## src/hw/rtl/sss_pkg.sv

```systemverilog
`timescale 1ns / 1ps
// ----------------------------------------------------------------------------
// Selective scan package
// Shared constants, controller/datapath command and status types, and the
// elaboration-time exponential used to build the decay table.
// ----------------------------------------------------------------------------
package sss_pkg;

  localparam int MaxStatesDefault  = 16;
  localparam int ExpDepthDefault   = 256;
  localparam int StateSizeW        = 5;
  localparam int StateSizeReset    = 16;

  // Controller to datapath commands
  typedef struct packed {
    logic accept;
    logic mul_en;
    logic exp_en;
    logic upd_en;
    logic acc_en;
    logic emit_en;
  } sss_cmd_t;

  // Datapath to controller status
  typedef struct packed {
    logic skip;
    logic last;
    logic out_free;
  } sss_status_t;

  // exp(-t) for t in Q8.24 (0..16.0); result Q0.16, up to 65536.
  function automatic logic [16:0] exp_neg_q16(input longint t);
    longint y;
    longint term;
    longint sum;
    longint unsigned s;
    y    = t >>> 2;
    term = 64'sd1 <<< 30;
    sum  = term;
    term = ((term * y) >>> 30) / 1;  sum = sum - term;
    term = ((term * y) >>> 30) / 2;  sum = sum + term;
    term = ((term * y) >>> 30) / 3;  sum = sum - term;
    term = ((term * y) >>> 30) / 4;  sum = sum + term;
    term = ((term * y) >>> 30) / 5;  sum = sum - term;
    term = ((term * y) >>> 30) / 6;  sum = sum + term;
    term = ((term * y) >>> 30) / 7;  sum = sum - term;
    term = ((term * y) >>> 30) / 8;  sum = sum + term;
    s = (sum < 0) ? 64'd0 : 64'(sum);
    for (int k = 0; k < 8; k++) begin
      s = (s * s + (64'd1 << 29)) >> 30;
    end
    s = (s + (64'd1 << 13)) >> 14;
    return s[16:0];
  endfunction

endpackage

```

## src/hw/rtl/sss_ctrl.sv

```systemverilog
`timescale 1ns / 1ps
// ----------------------------------------------------------------------------
// Selective scan controller
// Sequences one element through multiply, table, update, accumulate, and emit after the last.
// ----------------------------------------------------------------------------
module sss_ctrl
  import sss_pkg::*;
(
  input  logic        clk_i,
  input  logic        rst_ni,
  input  logic        in_valid_i,
  output logic        in_ready_o,
  input  sss_status_t status_i,
  output sss_cmd_t    cmd_o
);

  typedef enum logic [5:0] {
    StIdle = 6'b000001,
    StMul  = 6'b000010,
    StExp  = 6'b000100,
    StUpd  = 6'b001000,
    StAcc  = 6'b010000,
    StEmit = 6'b100000
  } state_e;

  state_e state_q, state_d;

  assign in_ready_o = (state_q == StIdle);

  always_comb begin
    state_d = state_q;
    cmd_o   = '0;
    case (state_q)
      StIdle: begin
        if (in_valid_i) begin
          cmd_o.accept = 1'b1;
          if (!status_i.skip) state_d = StMul;
        end
      end
      StMul: begin
        cmd_o.mul_en = 1'b1;
        state_d      = StExp;
      end
      StExp: begin
        cmd_o.exp_en = 1'b1;
        state_d      = StUpd;
      end
      StUpd: begin
        cmd_o.upd_en = 1'b1;
        state_d      = StAcc;
      end
      StAcc: begin
        cmd_o.acc_en = 1'b1;
        state_d      = status_i.last ? StEmit : StIdle;
      end
      StEmit: begin
        // hold until the output register is free
        if (status_i.out_free) begin
          cmd_o.emit_en = 1'b1;
          state_d       = StIdle;
        end
      end
      default: state_d = StIdle;
    endcase
  end

  always_ff @(posedge clk_i or negedge rst_ni) begin
    if (!rst_ni) begin
      state_q <= StIdle;
    end else begin
      state_q <= state_d;
    end
  end

endmodule

```

## config.mk

```make
export PLATFORM = sky130hd
export DESIGN_NAME = sss_ctrl
export DESIGN_NICKNAME = d
export VERILOG_FILES = /design/src/hw/rtl/sss_pkg.sv /design/src/hw/rtl/sss_ctrl.sv
export SDC_FILE = /design/constraint.sdc
export NUM_CORES = 1
export LEC_CHECK = 0
export BUFFER_PORTS_ARGS = -buffer_cell sky130_fd_sc_hd__buf_2
export CORE_AREA = 2 2 39 41
export DETAILED_ROUTE_END_ITERATION = 8
export DIE_AREA = 0 0 41 43
export HOLD_SLACK_MARGIN = 0.08
export SYNTH_ARGS = -nofsm -noshare
export SYNTH_HDL_FRONTEND = slang
export SYNTH_SLANG_ARGS = --single-unit
```

## constraint.sdc

```tcl
create_clock -name clk_i -period 2.7 [get_ports clk_i]
set_input_delay 0.27 -clock clk_i [delete_from_list [all_inputs] [get_ports clk_i]]
set_output_delay 0.27 -clock clk_i [all_outputs]
set_load 0.005 [all_outputs]
```

==> impl_metrics.py, run 1 <==
metrics = {
    "grt": {
        "antenna_found_initial": 0,
        "grt_max_degree": 10,
        "grt_pass1_vias": 259,
        "grt_overflow": 0,
        "grt_pass1_wl_um": 1020,
        "grt_use_total_pct": 9.01,
    },
    "cells_and_area": {
        "area_growth_pct": 25.9,
        "top_register": "state_q",
        "top_regs": "state_q: 6 flops",
        "final_cells": 66,
        "n_antenna_cell": 0,
        "largest_reg_flops": 6,
        "final_area_um2": 463,
        "nets": 57,
        "drive_gt1_share_pct": 46.0,
    },
    "clock_network": {
        "root_buffer": "clkbuf_4",
        "hold_buffers": 1,
        "htree_num_levels": 1,
        "cts_buffers": 3,
        "postCtsSetupBuffers": 0,
        "clock_latency_ps": 250,
        "cts_tree": "yes",
        "post_cts_resize_count": 0,
        "clkSinkCount": 6,
        "clk_pin_slew_worst_paths_ps": 40,
        "clk_path_buf_depth": 2,
    },
    "power_and_ir_drop": {
        "ir_drop_v": 0.000209,
        "cellLeakagePower_uw": 0.000208,
        "p_per_area_nw_per_um2": 726,
    },
    "sta": {
        "fin_crit_ps": 1930,
        "rsz0062_at_grt": "no",
        "hold_slack_ps": 295,
        "worstMarginPinSlew_ps": 256,
        "fin_crit_sh_pct": 71.4,
        "max-slew-margin-rel_pct": 82.7,
        "setup_viol": 0,
        "skew_ps": 7.78,
        "setup_slack_ps": 772,
        "setup-tns-final_ps": 0,
        "fmax_ghz": 0.519,
        "slew_violations": 0,
        "hold_violations": 0,
    },
    "floorplan": {
        "die_x_um": 41,
        "dieArea_um2": 1760,
        "die_y_um": 43,
        "std_cell_rows": 14,
        "coreArea_um2": 1380,
        "start_util_pct": 26.6,
        "io_pins": 13,
    },
    "setup_path": {
        "worstPathMaxFanout": 9,
        "startpoint": "state_q[0]",
        "crit_end": "cmd_o[5]",
        "r2r.worst_path.cells": 3,
        "crit-reg2reg-launch": "state_q[0]",
        "worstPathArrival_ps": 1660,
        "start_kind": "flip-flop",
        "r2r-end": "state_q[0]",
        "cp-end-kind": "output pin",
        "ff2ff_setup_slack_ps": 1290,
        "cp_data_required_time_ps": 2430,
        "path_class": "flip-flop to output pin",
    },
    "placement": {
        "place_congestion": 0.784,
        "placed_cells": 61,
        "pre_cts_ws_ps": 1020,
        "io_buffers": 12,
        "place_hpwl_um": 530,
        "placed_area_um2": 427,
    },
    "yosys": {
        "synth_area_leaders": "dfrtp_1 34%, dfstp_2 7.1%, nor4_1 6.8%",
        "ys_types": 23,
        "ys_seq_area_share_pct": 41.2,
        "netlist_area_um2": 368,
        "synth_top_area_share_pct": 34.0,
        "synth_edf_count": 0,
        "ys_ff_latch": 6,
        "yosys_warnings": 0,
        "syn_avg_cell_area_um2": 10.2,
        "syn_nets": 42,
        "synth_ff_type": "dfrtp_1",
        "netlist_instances": 36,
        "yosysTopAreaCell": "dfrtp_1",
        "synth-async-reset-ratio_pct": 100,
    },
    "detailed_routing": {
        "drc": 0,
        "drtIter0Drc": 7,
        "viasPerCell": 4.86,
        "ant_nets": 0,
        "wl_um": 678,
        "dr.pass1.iters": 4,
        "drt-wirelength-per-cell_um": 10.3,
        "dr_total_vias": 321,
    },
    "outcome": {
        "status": "finished clean",
    },
    "worst_hold_path": {
        "hold_path.class": "primary input to flip-flop",
    },
    "flow_run": {
        "max_cap_violations": 0,
    },
}
## critical path, stage by stage, from the launching register on
cell	delay, ps
dfstp_2	600
or4b_4	510
nor2_4	90
and2_1	120
buf_2	100
## metal layers
layer,GRT usage (%),up-vias,part of all wire [%]
met5,0,-,0
met4,10.0,0,2.2
met3,2.09,2,6.3
met2,11.9,12,47
met1,10.6,142,44
li1,-,165,-
## cells by family after synthesis
| family | Yosys count | share of synthesized area (%) |
|---|---|---|
| xor+xnor | 1 | 2.38 |
| buf+inv | 3 | 5.78 |
| compound gates | 4 | 7.82 |
| simple gates | 22 | 42.9 |
| flops | 6 | 41.2 |
## cells in the final DEF, fill, tap and decap left out, drive strengths merged
| master | Yosys | final |
|---|---|---|
| nand3b | 1 | 1 |
| nand2 | 1 | 1 |
| clkbuf | 0 | 4 |
| a21oi | 2 | 2 |
| or3b | 1 | 1 |
| dlygate4sd3 | 0 | 1 |
| o311ai | 1 | 1 |
| or4 | 1 | 1 |
| nor4 | 4 | 4 |
| xnor2 | 1 | 1 |
| a31oi | 1 | 1 |
| buf | 3 | 12 |
| nand2b | 3 | 3 |
| or2 | 1 | 1 |
| nor3 | 3 | 3 |
| dfrtp | 5 | 5 |
| or4b | 2 | 2 |
| nor2 | 3 | 3 |
| nor3b | 1 | 1 |
| and2 | 1 | 1 |
| dfstp | 1 | 1 |
## metrics by stage
step           total power, uW  util [%]
2_1_floorplan              225         -
3_3_place_gp               247      30.8
3_5_place_dp               248      30.8
4_1_cts                    340      33.5
5_1_grt                    362      33.5
6_report                   336      33.5
## layout make-up
type                    count  area, um^2
clock buffers               4        26.3
fillers                   141         921
multi-input cells          27         195
flip-flops and latches      6         151
well taps                  16        20.0
repair buffers             13        70.1
## synth_stat cells, types with 2 or more instances
master and count:
nand2b_1 3, nor3_1 3, dfrtp_1 5, nor4_1 4, buf_2 2, nor2_1 2
## worst min path at each step
stage / cells after the start / from / slack, ps / to
2_1_floorplan: 0 / rst_ni / -30 / state_q[1]
3_3_place_gp: 1 / rst_ni / 100 / state_q[4]
3_5_place_dp: 1 / rst_ni / 100 / state_q[4]
4_1_cts: 3 / in_valid_i / 290 / state_q[1]
5_1_grt: 3 / status_i[1] / 310 / state_q[5]
6_report: 3 / in_valid_i / 300 / state_q[1]
## where the power goes
| part | switching, uW | internal [uW] |
|---|---|---|
| sequential | 26.7 | 109 |
| clock | 32.6 | 56.0 |
| combinational | 48.1 | 64.1 |
Note: power is estimated with default switching activity, not from simulation.
==> inputs of run 2 (changes only) <==
ABC_AREA = 1   (was default)
clock period = 1.6 ns   (was 2.7 ns; I/O delays follow)
==> run 2 against run 1 <==
Against the previous run: clock power rose by 73%; flip-flop and latch count did not move; non-clock buffer count did not move; via count up 24%; register-to-register slack lost 850 ps; core utilization is 6.2 points higher; count of clock-buffer cells in the layout stayed put; die area is the same; area after synthesis grew 16%; sequential power increased by 99%; critical path depth is 2 higher; critical endpoint is now cmd_o[3]; largest power group is now combinational logic.
==> impl_metrics.py, run 2 <==
metrics = {
    "yosys": {
        "synth_edf_count": 0,
        "netlist_instances": 57,
        "syn_avg_cell_area_um2": 7.51,
        "synth_common_cells": "11 x inv_1, 9 x nor2_1, 5 x dfrtp_1, 5 x nand2_1",
        "netlist_area_um2": 428,
        "ys_types": 18,
        "ys_seq_area_share_pct": 35.4,
        "syn_nets": 63,
        "synth_top_area_share_pct": 29.2,
        "yosysTopAreaCell": "dfrtp_1",
        "synth-async-reset-ratio_pct": 100,
        "synth.most_common_cell": "inv_1",
        "ys_ff_latch": 6,
        "yosys_warnings": 0,
        "synth_ff_type": "dfrtp_1",
        "synth_area_leaders": "dfrtp_1 29%, nor2_4 11%, inv_1 9.6%",
    },
    "placement": {
        "placed_cells": 85,
        "place_congestion": 0.677,
        "io_buffers": 12,
        "place_hpwl_um": 701,
    },
    "clock_network": {
        "htree_num_levels": 1,
        "cts_tree": "yes",
        "root_buffer": "clkbuf_4",
        "postCtsSetupBuffers": 0,
        "clkSinkCount": 6,
        "clk_path_buf_depth": 2,
        "cts_buffers": 3,
        "clock_latency_ps": 250,
        "clk_pin_slew_worst_paths_ps": 50,
    },
    "detailed_routing": {
        "ant_nets": 0,
        "viasPerCell": 4.41,
        "dr_total_vias": 397,
        "drtIter0Drc": 13,
        "dr.pass1.iters": 4,
        "wl_um": 818,
        "drc": 0,
        "drt-wirelength-per-cell_um": 9.09,
    },
    "floorplan": {
        "io_pins": 13,
        "coreArea_um2": 1380,
        "dieArea_um2": 1760,
        "die_y_um": 43,
        "std_cell_rows": 14,
        "start_util_pct": 30.9,
        "die_x_um": 41,
    },
    "grt": {
        "grt_overflow": 0,
        "grt_pass1_vias": 348,
        "grt_pass1_wl_um": 1300,
        "grt-busiest-layer": "met2",
        "use_met1_pct": 12.2,
        "grt_max_degree": 7,
        "use_met3_pct": 4.71,
        "antenna_found_initial": 0,
        "grt_use_total_pct": 11.9,
        "met2_usage_pct": 16.9,
    },
    "cells_and_area": {
        "drive_gt1_share_pct": 39.2,
        "largest_reg_flops": 6,
        "final_cells": 90,
        "n_antenna_cell": 0,
        "top_regs": "state_q: 6 flops",
        "nets": 81,
        "layout_common_cells": "12 x buf_2, 11 x inv_1, 9 x nor2_1",
        "layout_commonest_cell": "buf_2",
        "area_growth_pct": 28.4,
        "top_register": "state_q",
        "fillers": 146,
        "utilization_pct": 39.7,
    },
    "setup_path": {
        "path_class": "flip-flop to output pin",
        "r2r-end": "state_q[1]",
        "worstPathArrival_ps": 1320,
        "cp_data_required_time_ps": 1440,
        "crit-reg2reg-launch": "state_q[0]",
        "r2r.worst_path.cells": 5,
        "cp-end-kind": "output pin",
        "worstPathMaxFanout": 4,
        "start_kind": "flip-flop",
        "ff2ff_setup_slack_ps": 440,
    },
    "sta": {
        "rsz0062_at_grt": "no",
        "setup_viol": 0,
        "max-slew-margin-rel_pct": 77.6,
        "hold_violations": 0,
        "fin_crit_ps": 1480,
        "worstMarginPinSlew_ps": 333,
        "setup-tns-final_ps": 0,
        "skew_ps": 5.98,
        "fin_crit_sh_pct": 92.3,
        "slew_violations": 0,
        "hold_slack_ps": 225,
        "fmax_ghz": 0.677,
    },
    "worst_hold_path": {
        "whs_path_depth": 3,
        "hold_path.class": "primary input to flip-flop",
        "holdPathEnd": "state_q[5]",
        "min_from": "status_i[1]",
    },
    "flow_run": {
        "max_cap_violations": 0,
    },
    "power_and_ir_drop": {
        "p_total_uw": 875,
        "cellLeakagePower_uw": 0.000314,
        "p_per_area_nw_per_um2": 1590,
        "ir_drop_v": 0.000399,
    },
    "outcome": {
        "status": "finished clean",
    },
}
==> run 2: changes by cell type after synthesis, moves of 2 or more <==
cell | before | now
nor2_4 | 1 | 4
buf_2 | 2 | 0
nand3_1 | 0 | 2
inv_2 | 0 | 3
nand4_1 | 0 | 3
inv_1 | 0 | 11
nand2b_1 | 3 | 0
o21ai_1 | 0 | 2
nor4_1 | 4 | 2
nand2_1 | 1 | 5
nor2_1 | 2 | 9
==> run 2: cell type report <==
type,instances,area (um^2),share of cell area (%)
multi-input combinational,35,218,39.6
tap,16,20.0,3.64
inverter,16,63.8,11.6
timing repair buffer,13,70.1,12.8
clock buffer,4,26.3,4.78
sequential,6,151,27.6
==> run 2: through the flow <==
step           area [um^2]  setup slack [ps]
2_1_floorplan          428               523
4_1_cts                544              94.4
6_report               549               123
3_5_place_dp           508               363
3_3_place_gp           508               365
5_1_grt                549              17.7
==> run 2: logic make-up (layout without fill, tap and decap cells) <==
family                 Yosys count  count (layout)  share of synthesized area, %
AOI/OAI and AO/OA                3               3                          4.97
buffers and inverters           16              33                          14.9
DFF                              6               6                          35.4
and+or+nand+nor                 32              32                          44.7
==> run 2: per-layer routing <==
metal | routed length (um) | vias up
met3 | 48 | 5
met1 | 321 | 173
met2 | 411 | 9
met4 | 36 | 0
li1 | - | 210
met5 | 0 | -
==> run 2: worst max path at each step <==
stage	from	to	slack [ps]	depth (start not counted)
6_report	state_q[4]	cmd_o[3]	120	6
3_3_place_gp	state_q[1]	cmd_o[2]	360	6
4_1_cts	state_q[1]	cmd_o[3]	90	6
2_1_floorplan	state_q[4]	cmd_o[2]	520	5
5_1_grt	state_q[5]	cmd_o[3]	20	6
3_5_place_dp	state_q[1]	cmd_o[3]	360	6
==> run 2: repair_timing <==
action / CTS / global route
resized for setup: 0 / 1
endpoints found under the setup margin: 0 / 2
hold endpoints to repair: 6 / 0
hold buffers: 1 / 0
==> run 2: where the power goes <==
part | internal [uW] | switching (uW)
registers | 202 | 65.9
clock network | 94.7 | 58.7
logic | 189 | 264
==> run 2: worst max-delay path, cell delays in order, from the launching register on <==
cell and delay, ps:
dfrtp_1 390, inv_1 160, nand2_8 80, nor2_4 120, inv_2 50, nor3_1 120
buf_2 140
